## src/sv/rlbpe_pkg.sv

```systemverilog
`timescale 1ns / 1ps
`default_nettype none
// ----------------------------------------------------------------------------
// rlbpe_pkg
// Shared constants, types and helpers of the RGB LED bit pulse encoder.
// ----------------------------------------------------------------------------
package rlbpe_pkg;

    localparam int COLOURS         = 3;
    localparam int BITS_PER_COLOUR = 8;
    localparam int BITS_TOTAL      = COLOURS * BITS_PER_COLOUR;
    localparam int CNT_W           = $clog2(BITS_TOTAL + 1);

    localparam int BRIGHT_FULL = 255;
    localparam int DIV         = BRIGHT_FULL * BRIGHT_FULL;
    localparam int REM_W       = 18;

    localparam int ADDR_W = 5;
    localparam int DATA_W = 32;

    localparam logic [5:0] SEND_ORDER_RST = 6'd33;
    localparam logic [7:0] BRIGHT_RST     = 8'd255;
    localparam logic [7:0] HIGH_PULSE_RST = 8'd60;
    localparam logic [7:0] LOW_PULSE_RST  = 8'd30;

    typedef enum logic [2:0] {
        REG_SEND_ORDER        = 3'd0,
        REG_STRIP_BRIGHTNESS  = 3'd1,
        REG_GLOBAL_BRIGHTNESS = 3'd2,
        REG_HIGH_PULSE_TICKS  = 3'd3,
        REG_LOW_PULSE_TICKS   = 3'd4
    } reg_idx_t;

    typedef enum logic [1:0] {
        CODE_RED   = 2'd0,
        CODE_GREEN = 2'd1,
        CODE_BLUE  = 2'd2,
        CODE_SPARE = 2'd3
    } colour_code_t;

    typedef struct packed {
        logic [5:0] send_order;
        logic [7:0] strip_brightness;
        logic [7:0] global_brightness;
    } scale_cfg_t;

    typedef logic [COLOURS-1:0][7:0] lane_bytes_t;

    // Slots beyond those held in the register read as code zero (red)
    function automatic colour_code_t slot_code(input logic [5:0] order, input int slot);
        logic [5:0] sh;
        sh = order >> (2 * slot);
        return colour_code_t'(sh[1:0]);
    endfunction

endpackage
`default_nettype wire

```

## src/sv/rlbpe_pix_if.sv

```systemverilog
`timescale 1ns / 1ps
`default_nettype none
// ----------------------------------------------------------------------------
// rlbpe_pix_if
// Channel carrying one LED's colour bytes.
// ----------------------------------------------------------------------------
interface rlbpe_pix_if;
    logic       valid;
    logic       ready;
    logic [7:0] red;
    logic [7:0] green;
    logic [7:0] blue;

    modport source (output valid, output red, output green, output blue, input ready);
    modport sink   (input valid, input red, input green, input blue, output ready);
endinterface
`default_nettype wire

```

## src/sv/rlbpe_bit_if.sv

```systemverilog
`timescale 1ns / 1ps
`default_nettype none
// ----------------------------------------------------------------------------
// rlbpe_bit_if
// Channel carrying one PWM duty value per transmitted bit.
// ----------------------------------------------------------------------------
interface rlbpe_bit_if;
    logic       valid;
    logic       ready;
    logic [7:0] duty;
    logic       last_bit;

    modport source (output valid, output duty, output last_bit, input ready);
    modport sink   (input valid, input duty, input last_bit, output ready);
endinterface
`default_nettype wire

```

## src/sv/rlbpe_scaler.sv

```systemverilog
`timescale 1ns / 1ps
`default_nettype none
// ----------------------------------------------------------------------------
// rlbpe_scaler
// Five-stage elastic pipeline: colour selection, two brightness products,
// divide by 255*255 through a shift estimate and a remainder correction.
// ----------------------------------------------------------------------------
module rlbpe_scaler (
    input  wire                       clk,
    input  wire                       rst_n,
    input  rlbpe_pkg::scale_cfg_t     cfg,
    rlbpe_pix_if.sink                 pix,
    output logic                      out_valid,
    input  wire                       out_ready,
    output rlbpe_pkg::lane_bytes_t    out_bytes
);
    import rlbpe_pkg::*;

    logic v1_reg, v2_reg, v3_reg, v4_reg, v5_reg;
    logic en1, en2, en3, en4, en5;

    logic [COLOURS-1:0][7:0]       sel_reg;
    logic [COLOURS-1:0][15:0]      p1_reg;
    logic [COLOURS-1:0][23:0]      p2_reg;
    logic [COLOURS-1:0][7:0]       q0_reg;
    logic [COLOURS-1:0][REM_W-1:0] rem_reg;
    logic [COLOURS-1:0][7:0]       q_reg;

    logic [COLOURS-1:0][7:0]       sel_next;
    logic [COLOURS-1:0][REM_W-1:0] rem_next;
    logic [COLOURS-1:0][7:0]       q_next;

    assign en5 = !v5_reg || out_ready;
    assign en4 = !v4_reg || en5;
    assign en3 = !v3_reg || en4;
    assign en2 = !v2_reg || en3;
    assign en1 = !v1_reg || en2;

    assign pix.ready = en1;
    assign out_valid = v5_reg;
    assign out_bytes = q_reg;

    always_comb
    begin
        for (int c = 0; c < COLOURS; c++)
        begin
            case (slot_code(cfg.send_order, c))
                CODE_GREEN: sel_next[c] = pix.green;
                CODE_BLUE:  sel_next[c] = pix.blue;
                default:    sel_next[c] = pix.red;
            endcase
        end
    end

    // Estimate x >> 16 undershoots x / 65025 by at most two
    always_comb
    begin
        for (int c = 0; c < COLOURS; c++)
        begin
            logic [23:0] prod;
            logic [23:0] diff;
            prod = {16'd0, p2_reg[c][23:16]} * 24'(DIV);
            diff = p2_reg[c] - prod;
            rem_next[c] = diff[REM_W-1:0];
        end
    end

    always_comb
    begin
        for (int c = 0; c < COLOURS; c++)
        begin
            if (rem_reg[c] >= REM_W'(2 * DIV))
                q_next[c] = q0_reg[c] + 8'd2;
            else if (rem_reg[c] >= REM_W'(DIV))
                q_next[c] = q0_reg[c] + 8'd1;
            else
                q_next[c] = q0_reg[c];
        end
    end

    always_ff @(posedge clk or negedge rst_n)
    begin
        if (!rst_n)
        begin
            v1_reg <= 1'b0;
            v2_reg <= 1'b0;
            v3_reg <= 1'b0;
            v4_reg <= 1'b0;
            v5_reg <= 1'b0;
        end
        else
        begin
            if (en1) v1_reg <= pix.valid;
            if (en2) v2_reg <= v1_reg;
            if (en3) v3_reg <= v2_reg;
            if (en4) v4_reg <= v3_reg;
            if (en5) v5_reg <= v4_reg;
        end
    end

    always_ff @(posedge clk)
    begin
        for (int c = 0; c < COLOURS; c++)
        begin
            if (en1)
                sel_reg[c] <= sel_next[c];
            if (en2)
                p1_reg[c] <= {8'd0, sel_reg[c]} * {8'd0, cfg.strip_brightness};
            if (en3)
                p2_reg[c] <= {8'd0, p1_reg[c]} * {16'd0, cfg.global_brightness};
            if (en4)
            begin
                q0_reg[c]  <= p2_reg[c][23:16];
                rem_reg[c] <= rem_next[c];
            end
            if (en5)
                q_reg[c] <= q_next[c];
        end
    end

    a_rem_bound: assert property (@(posedge clk) disable iff (!rst_n)
        v4_reg |-> (rem_reg[0] < REM_W'(3 * DIV)))
        else $error("remainder out of correction range");

    a_hold: assert property (@(posedge clk) disable iff (!rst_n)
        v5_reg && !out_ready |=> v5_reg && $stable(q_reg))
        else $error("stalled result changed");

endmodule
`default_nettype wire

```

## src/sv/rgb_led_bit_pulse_encoder.sv

```systemverilog
`timescale 1ns / 1ps
`default_nettype none
// ----------------------------------------------------------------------------
// rgb_led_bit_pulse_encoder
// Scales one LED's colours by two brightness factors and sends 24 PWM duty
// values, one per data bit, MSB first, in the configured colour order.
// ----------------------------------------------------------------------------
// Path: an accepted LED passes the five scaler stages and is then loaded into
//   the serialiser shift register, which drives the first duty value.
// Throughput: one duty value per cycle while the bit sink is ready; the bit
//   serialiser sets that rate, the 5-stage scaler buffers up to 5 LEDs.
// Reset: rst_n is asynchronous; it empties the pipeline and serialiser and
//   loads the register reset values.
// ----------------------------------------------------------------------------
module rgb_led_bit_pulse_encoder (
    input  wire                            clk,
    input  wire                            rst_n,
    rlbpe_pix_if.sink                      pix,
    rlbpe_bit_if.source                    bits,
    input  wire                            psel,
    input  wire                            penable,
    input  wire                            pwrite,
    input  wire  [rlbpe_pkg::ADDR_W-1:0]   paddr,
    input  wire  [rlbpe_pkg::DATA_W-1:0]   pwdata,
    output logic [rlbpe_pkg::DATA_W-1:0]   prdata,
    output logic                           pready
);
    import rlbpe_pkg::*;

    logic [5:0] send_order_reg;
    logic [7:0] strip_brightness_reg;
    logic [7:0] global_brightness_reg;
    logic [7:0] high_pulse_ticks_reg;
    logic [7:0] low_pulse_ticks_reg;

    scale_cfg_t  cfg;
    logic        sc_valid;
    logic        sc_ready;
    lane_bytes_t sc_bytes;

    logic [BITS_TOTAL-1:0] shift_reg;
    logic [BITS_TOTAL-1:0] shift_next;
    logic [CNT_W-1:0]      cnt_reg;
    logic [CNT_W-1:0]      cnt_next;
    logic                  wr;
    logic                  take;

    assign pready = 1'b1;
    assign wr     = psel && penable && pwrite;

    always_ff @(posedge clk or negedge rst_n)
    begin
        if (!rst_n)
        begin
            send_order_reg        <= SEND_ORDER_RST;
            strip_brightness_reg  <= BRIGHT_RST;
            global_brightness_reg <= BRIGHT_RST;
            high_pulse_ticks_reg  <= HIGH_PULSE_RST;
            low_pulse_ticks_reg   <= LOW_PULSE_RST;
        end
        else if (wr)
        begin
            unique case (reg_idx_t'(paddr[4:2]))
                REG_SEND_ORDER:        send_order_reg        <= pwdata[5:0];
                REG_STRIP_BRIGHTNESS:  strip_brightness_reg  <= pwdata[7:0];
                REG_GLOBAL_BRIGHTNESS: global_brightness_reg <= pwdata[7:0];
                REG_HIGH_PULSE_TICKS:  high_pulse_ticks_reg  <= pwdata[7:0];
                REG_LOW_PULSE_TICKS:   low_pulse_ticks_reg   <= pwdata[7:0];
                default: ;
            endcase
        end
    end

    always_comb
    begin
        unique case (reg_idx_t'(paddr[4:2]))
            REG_SEND_ORDER:        prdata = {26'd0, send_order_reg};
            REG_STRIP_BRIGHTNESS:  prdata = {24'd0, strip_brightness_reg};
            REG_GLOBAL_BRIGHTNESS: prdata = {24'd0, global_brightness_reg};
            REG_HIGH_PULSE_TICKS:  prdata = {24'd0, high_pulse_ticks_reg};
            REG_LOW_PULSE_TICKS:   prdata = {24'd0, low_pulse_ticks_reg};
            default:               prdata = '0;
        endcase
    end

    assign cfg.send_order        = send_order_reg;
    assign cfg.strip_brightness  = strip_brightness_reg;
    assign cfg.global_brightness = global_brightness_reg;

    rlbpe_scaler u_scaler (
        .clk       (clk),
        .rst_n     (rst_n),
        .cfg       (cfg),
        .pix       (pix),
        .out_valid (sc_valid),
        .out_ready (sc_ready),
        .out_bytes (sc_bytes)
    );

    // Serialiser reloads on the final bit's transfer, so LEDs run gap-free
    assign take     = bits.valid && bits.ready;
    assign sc_ready = (cnt_reg == '0) || (take && cnt_reg == CNT_W'(1));

    always_comb
    begin
        shift_next = shift_reg;
        cnt_next   = cnt_reg;
        if (take)
        begin
            shift_next = {shift_reg[BITS_TOTAL-2:0], 1'b0};
            cnt_next   = cnt_reg - CNT_W'(1);
        end
        if (sc_ready && sc_valid)
        begin
            for (int c = 0; c < COLOURS; c++)
                shift_next[BITS_TOTAL-1-c*BITS_PER_COLOUR -: BITS_PER_COLOUR] = sc_bytes[c];
            cnt_next = CNT_W'(BITS_TOTAL);
        end
    end

    always_ff @(posedge clk or negedge rst_n)
    begin
        if (!rst_n)
            cnt_reg <= '0;
        else
            cnt_reg <= cnt_next;
    end

    always_ff @(posedge clk)
    begin
        shift_reg <= shift_next;
    end

    assign bits.valid    = (cnt_reg != '0);
    assign bits.duty     = shift_reg[BITS_TOTAL-1] ? high_pulse_ticks_reg : low_pulse_ticks_reg;
    assign bits.last_bit = (cnt_reg == CNT_W'(1));

    a_stall_hold: assert property (@(posedge clk) disable iff (!rst_n)
        bits.valid && !bits.ready |=> bits.valid && $stable(cnt_reg) && $stable(shift_reg))
        else $error("serialiser moved while stalled");

    a_bits_follow: assert property (@(posedge clk) disable iff (!rst_n)
        take && !bits.last_bit |=> bits.valid)
        else $error("LED bits broken off early");

    a_drain: assert property (@(posedge clk) disable iff (!rst_n)
        take && bits.last_bit && !sc_valid |=> !bits.valid)
        else $error("bit sent with no LED loaded");

endmodule
`default_nettype wire

```

## src/flat_wrapper.sv

```systemverilog
// flat-port wrapper written by rule: the top's interface ports become plain ports
module rgb_led_bit_pulse_encoder_flat import rlbpe_pkg::*;
  (clk, rst_n, psel, penable, pwrite, paddr, pwdata, prdata, pready, pix_valid, pix_red, pix_green, pix_blue, pix_ready, bits_valid, bits_duty, bits_last_bit, bits_ready);
  rlbpe_pix_if pix_i ();
  rlbpe_bit_if bits_i ();
  input  wire clk;
  input  wire rst_n;
  input  wire psel;
  input  wire penable;
  input  wire pwrite;
  input  wire  [rlbpe_pkg::ADDR_W-1:0] paddr;
  input  wire  [rlbpe_pkg::DATA_W-1:0] pwdata;
  output logic [rlbpe_pkg::DATA_W-1:0] prdata;
  output logic pready;
  input wire logic [$bits(pix_i.valid)-1:0] pix_valid;
  input wire logic [$bits(pix_i.red)-1:0] pix_red;
  input wire logic [$bits(pix_i.green)-1:0] pix_green;
  input wire logic [$bits(pix_i.blue)-1:0] pix_blue;
  output wire logic [$bits(pix_i.ready)-1:0] pix_ready;
  output wire logic [$bits(bits_i.valid)-1:0] bits_valid;
  output wire logic [$bits(bits_i.duty)-1:0] bits_duty;
  output wire logic [$bits(bits_i.last_bit)-1:0] bits_last_bit;
  input wire logic [$bits(bits_i.ready)-1:0] bits_ready;
  assign pix_i.valid = pix_valid;
  assign pix_i.red = pix_red;
  assign pix_i.green = pix_green;
  assign pix_i.blue = pix_blue;
  assign pix_ready = pix_i.ready;
  assign bits_valid = bits_i.valid;
  assign bits_duty = bits_i.duty;
  assign bits_last_bit = bits_i.last_bit;
  assign bits_i.ready = bits_ready;
  rgb_led_bit_pulse_encoder u_core (.clk(clk), .rst_n(rst_n), .pix(pix_i), .bits(bits_i), .psel(psel), .penable(penable), .pwrite(pwrite), .paddr(paddr), .pwdata(pwdata), .prdata(prdata), .pready(pready));
endmodule
```

## config.mk

```make
export PLATFORM = sky130hd
export DESIGN_NAME = rgb_led_bit_pulse_encoder_flat
export DESIGN_NICKNAME = d
export VERILOG_FILES = /design/src/sv/rlbpe_pkg.sv /design/src/sv/rlbpe_pix_if.sv /design/src/sv/rlbpe_bit_if.sv /design/src/sv/rlbpe_scaler.sv /design/src/sv/rgb_led_bit_pulse_encoder.sv /design/src/flat_wrapper.sv
export SDC_FILE = /design/constraint.sdc
export NUM_CORES = 2
export LEC_CHECK = 0
export ABC_AREA = 1
export BUFFER_PORTS_ARGS = -buffer_cell sky130_fd_sc_hd__buf_2
export CORE_MARGIN = 2
export CORE_UTILIZATION = 25
export CTS_BUF_LIST = sky130_fd_sc_hd__clkbuf_4 sky130_fd_sc_hd__clkbuf_8 sky130_fd_sc_hd__clkbuf_16
export DETAILED_ROUTE_END_ITERATION = 7
export GPL_ROUTABILITY_DRIVEN = 0
export PLACE_DENSITY = 0.5
export SYNTH_ARGS = -nofsm -noshare
export SYNTH_HDL_FRONTEND = slang
export SYNTH_HIERARCHICAL = 1
export SYNTH_SLANG_ARGS = --single-unit
```

## constraint.sdc

```tcl
create_clock -name clk -period 22.4 [get_ports clk]
set_input_delay 3.36 -clock clk [delete_from_list [all_inputs] [get_ports clk]]
set_output_delay 3.36 -clock clk [all_outputs]
set_load 0.01 [all_outputs]
```

# Word level (Yosys, flattened, before mapping)
# Index checks and enable logic that the tools add are counted.
# totals
out_inout_bits	44
inputBits	68
register_bits	318
word_cells	106
# classes
n_mux	15
n_eq_ne	11
n_lt_le_gt_ge	6
n_reduce_logical	25
mul	9
addsub	10
# ops
op	n
16-bit by 8-bit multiplier with 24-bit output	3
8-bit two-way mux	7
18-bit by 16-bit greater-or-equal comparator with 1-bit output (second input constant)	3
18-bit by 17-bit greater-or-equal comparator with 1-bit output (second input constant)	3
8-bit by 16-bit multiplier with 18-bit output (second input constant)	3
18-bit subtractor	3
8-bit by 8-bit multiplier with 16-bit output	3
24-bit two-way mux	2
8-bit case mux with 2 select lines	3
8-bit case mux with 5 select lines	1
8-bit by 1-bit adder with 8-bit output (second input constant)	3
8-bit by 2-bit adder with 8-bit output (second input constant)	3
5-bit two-way mux	2
2-bit AND reduction	5
2-bit by 1-bit equality test with 1-bit output (second input constant)	3
2-bit equality test (second input constant)	3
3-bit by 2-bit equality test with 1-bit output (second input constant)	2
1-bit logical OR	6
5-bit by 1-bit equality test with 1-bit output (second input constant)	1
1-bit logical AND	5
1-bit logical NOT	5
5-bit logical NOT	1
5-bit nonzero test	1
5-bit by 1-bit subtractor with 5-bit output (second input constant)	1
4 further kinds	4

# Logic depth before layout (Yosys ltp)
# depth
depth_word	9
depth_mapped	23
ltp_nobuf	21

# By module
# Netlist, hierarchy kept.
# modules_own_cells
module	area_per_inst_um2	seq_area_each_um2	instances	cells_each
rlbpe_scaler	36214.7	7512.2	1	4674
rgb_led_bit_pulse_encoder	3513.4	1829.3	1	392

# Worst setup path after synthesis
# No wires, ideal clock.
# synth_timing
path_type	input port to output port
from	input bits_ready
to	output pix_ready
arrival_ps	8415
n_path_buf	1
cell_stages	11
setup_slack_ps	10625
cell_sequence	nand4_2 > nand2_4 > buf_2 > nor2_1 > inv_1 > nor2_1 > inv_1 > nor2_1 > inv_1 > nor2_1 > nand2_1
# synth_between
elab_chain_len	8
# synth_lines
item	line_no	text
from (decl)	flat_wrapper.sv:23	input wire logic [$bits(bits_i.ready)-1:0] bits_ready;
1-bit logical AND	rgb_led_bit_pulse_encoder.sv:101	assign take = bits.valid && bits.ready;
1-bit logical AND	rgb_led_bit_pulse_encoder.sv:102	assign sc_ready = (cnt_reg == '0) || (take && cnt_reg == CNT_W'(1));
1-bit logical OR	rgb_led_bit_pulse_encoder.sv:102	
net u_core.sc_ready	rgb_led_bit_pulse_encoder.sv:38	logic sc_ready;
1-bit logical OR	rlbpe_scaler.sv:33	assign en5 = !v5_reg || out_ready;
net u_core.u_scaler.en5	rlbpe_scaler.sv:20	logic en1, en2, en3, en4, en5;
1-bit logical OR	rlbpe_scaler.sv:34	assign en4 = !v4_reg || en5;
net u_core.u_scaler.en4	rlbpe_scaler.sv:20	
1-bit logical OR	rlbpe_scaler.sv:35	assign en3 = !v3_reg || en4;
net u_core.u_scaler.en3	rlbpe_scaler.sv:20	
1-bit logical OR	rlbpe_scaler.sv:36	assign en2 = !v2_reg || en3;
1-bit logical OR	rlbpe_scaler.sv:37	assign en1 = !v1_reg || en2;
to (decl)	flat_wrapper.sv:19	output wire logic [$bits(pix_i.ready)-1:0] pix_ready;
# The timed path passes the listed nets, and every way through them passes these cells.

# Final worst setup path
# layout_timing
from	input bits_ready
to	output pix_ready
# layout_between
elab_chain_len	8
# layout_lines
item	line_no
1-bit logical AND	rgb_led_bit_pulse_encoder.sv:101
1-bit logical AND	rgb_led_bit_pulse_encoder.sv:102
1-bit logical OR	rgb_led_bit_pulse_encoder.sv:102
1-bit logical OR	rlbpe_scaler.sv:33
net u_core.u_scaler.en5	rlbpe_scaler.sv:20
1-bit logical OR	rlbpe_scaler.sv:34
net u_core.u_scaler.en4	rlbpe_scaler.sv:20
1-bit logical OR	rlbpe_scaler.sv:35
net u_core.u_scaler.en3	rlbpe_scaler.sv:20
1-bit logical OR	rlbpe_scaler.sv:36
1-bit logical OR	rlbpe_scaler.sv:37
# The timed path passes the listed nets, and every way through them passes these cells.

==> results.cfg <==
[floorplan]
ioPinCount = 112
die_w_um = 402.6
die_area_mm2 = 0.1621
initial_utilization = 0.2514
coreArea_mm2 = 0.1580
die_h_um = 402.6
num_rows = 146

[timing]
rsz0062_at_grt = no
max_freq_ghz = 0.1131
fin_worst_skew_ns = 0.04303
setup_violations = 0
drv_slew = 0
finalHoldViolCount = 0
worst_pin_slew_ns = 1.165
fin_tns_setup_ns = 0
whs_ns = 0.4442
min_period_over_period = 0.3947
relSlewSlack = 0.2214
min_period_ns = 8.841

[critical_path]
crit_path_start_kind = primary input
arrival_ns = 5.48
critPathMaxFanout = 26
cp.required_ns = 19.04
critical_path_class = in -> out
critPathCaptureType = output pin

[global_route]
antenna_found_initial = 1
grt_max_degree = 80
grt_util_all_layers = 0.1100
grt-ovfl-total = 0
grt_pass1_wl_um = 148400
grt_pass1_vias = 29920

[clocking]
postCtsSetupRepairBufs = 0
root_buffer = clkbuf_16
cts_tree = done
cts_resized = 0
clock_latency_ns = 0.63
cts-buffers-inserted = 42
clock_sinks = 318
ctsLongestPathBuffers = 3
hold_buffers = 0
clk_pin_slew_ns = 0.06
h-tree-depth = 2

[drt]
viasPerCell = 4.175
drc_errors = 0
dr.pass1.iters = 5
via_count = 29820
wl_um = 87790
drt.antenna.violating_nets = 0
detail_route.wl_per_cell_um = 12.29
drt-initial-drc-count = 1416

[synthesis]
avgSynthCellArea_um2 = 7.842
ys_warn_count = 6
synthFlopType = edfxtp_1
synth-seq-area-share = 0.2351
synth-seq-cells = 318
synthArstFlopShare = 0.1509
synth_edf_count = 270
yosysUniqueCellTypes = 54
synthCells = 5066
syn_area_mm2 = 0.03973

[layout]
final_common_cell = nand2_1
mostFrequentLayoutCells = nand2_1 (1399), inv_1 (1339), fa_1 (425), ha_1 (389), edfxtp_1 (270)
largest_register_ff_count = 72
syn_to_final_growth_pct = 9.234
finalNonFillerCells = 7142
design_area_mm2 = 0.04340
multi_input_area_mm2 = 0.02454
ff_latch_area_mm2 = 0.009341
nFillCells = 17050
layout-drive-gt1-share = 0.05287
layout.nets = 5919

[placement]
hpwl_um = 69930
place_area_mm2 = 0.04196
io_buffer_count = 60
dp.cells = 7065

[run_status]
status = finished, final reports clean

[min_path]
hold_path_class = reg -> reg

[run]
maxCapViolCount = 0
Yosys cell counts, drive strengths merged (3+ instances only):
master | instances | share of area
o21a | 3 | 0.00057
nor2 | 208 | 0.021
nand3b | 6 | 0.0011
a21o | 9 | 0.0017
inv | 1354 | 0.13
a21oi | 136 | 0.018
fa | 425 | 0.21
clkbuf | 90 | 0.0095
edfxtp | 270 | 0.20
nor3 | 26 | 0.0042
ha | 389 | 0.12
nand2 | 1421 | 0.14
o22ai | 24 | 0.0038
dfrtp | 22 | 0.014
buf | 80 | 0.012
o21ai | 144 | 0.020
xnor2 | 32 | 0.0071
nand3 | 209 | 0.028
a31oi | 6 | 0.00094
o21bai | 13 | 0.0028
a21boi | 3 | 0.00085
xor2 | 101 | 0.022
or2 | 9 | 0.0016
nand4 | 48 | 0.0077
dfstp | 26 | 0.017
kinds of logic after synthesis:
group / Yosys count / share of synthesized area
AO/OA/AOI/OAI: 341 / 0.04904
XOR/XNOR: 133 / 0.02932
adder cells (fa/ha/maj): 814 / 0.3367
buffers and inverters: 1524 / 0.1494
flip-flops: 318 / 0.2351
other: 2 / 0.0001890
AND/OR/NAND/NOR: 1934 / 0.2002
routing by layer:
metal / part of all wire / up-vias / track usage
met3: 0.033 / 97 / 0.01261
li1: - / 15060 / -
met1: 0.48 / 14220 / 0.1503
met4: 0.021 / 0 / 0.02869
met2: 0.46 / 446 / 0.1838
met5: 0 / - / 0
worst paths after layout:
path                            slack [ns]                          to                       startpoint  cells after the start
worst max register to register       17.21  u_core/u_scaler/p2_reg[44]  u_core/global_brightness_reg[2]                     16
worst max-delay path                 13.56                   pix_ready                       bits_ready                     14
worst min-delay path                  0.44   u_core/u_scaler/out_valid           u_core/u_scaler/v4_reg                      2
min in group asynchronous             2.86    u_core/send_order_reg[4]                            rst_n                      2
max in group asynchronous            19.02           u_core/cnt_reg[2]                            rst_n                      2
worst min register to register        0.44   u_core/u_scaler/out_valid           u_core/u_scaler/v4_reg                      2
area by class of cell:
class / count / share of cell area
Clock buffer: 47 / 0.02508
Sequential cell: 318 / 0.2153
Antenna cell: 1 / 0.00005766
Tap cell: 2072 / 0.05974
Timing Repair Buffer: 74 / 0.009341
Multi-Input combinational cell: 3247 / 0.5654
Inverter: 1354 / 0.1171
Clock inverter: 29 / 0.007986
critical path: stages:
cell,delay (ns)
buf_2,0.12
nand4_2,0.11
nand2_4,0.20
nor2_1,0.16
inv_1,0.04
buf_4,0.23
nor2_1,0.16
clkinv_2,0.07
nor2_1,0.12
inv_2,0.08
nor2_1,0.23
nand2_1,0.11
buf_4,0.25
buf_2,0.18
through the flow:
stage / worst slack (ns) / utilization
floorplan: 10.63 / -
global placement: 13.54 / 0.2655
detailed placement: 13.54 / 0.2655
CTS: 13.53 / 0.2746
global route: 13.35 / 0.2746
finish: 13.56 / 0.2746
Power is left out: the tool's default activity adds up to more than one toggle a clock period on the data nets, which glitch-free logic cannot reach.
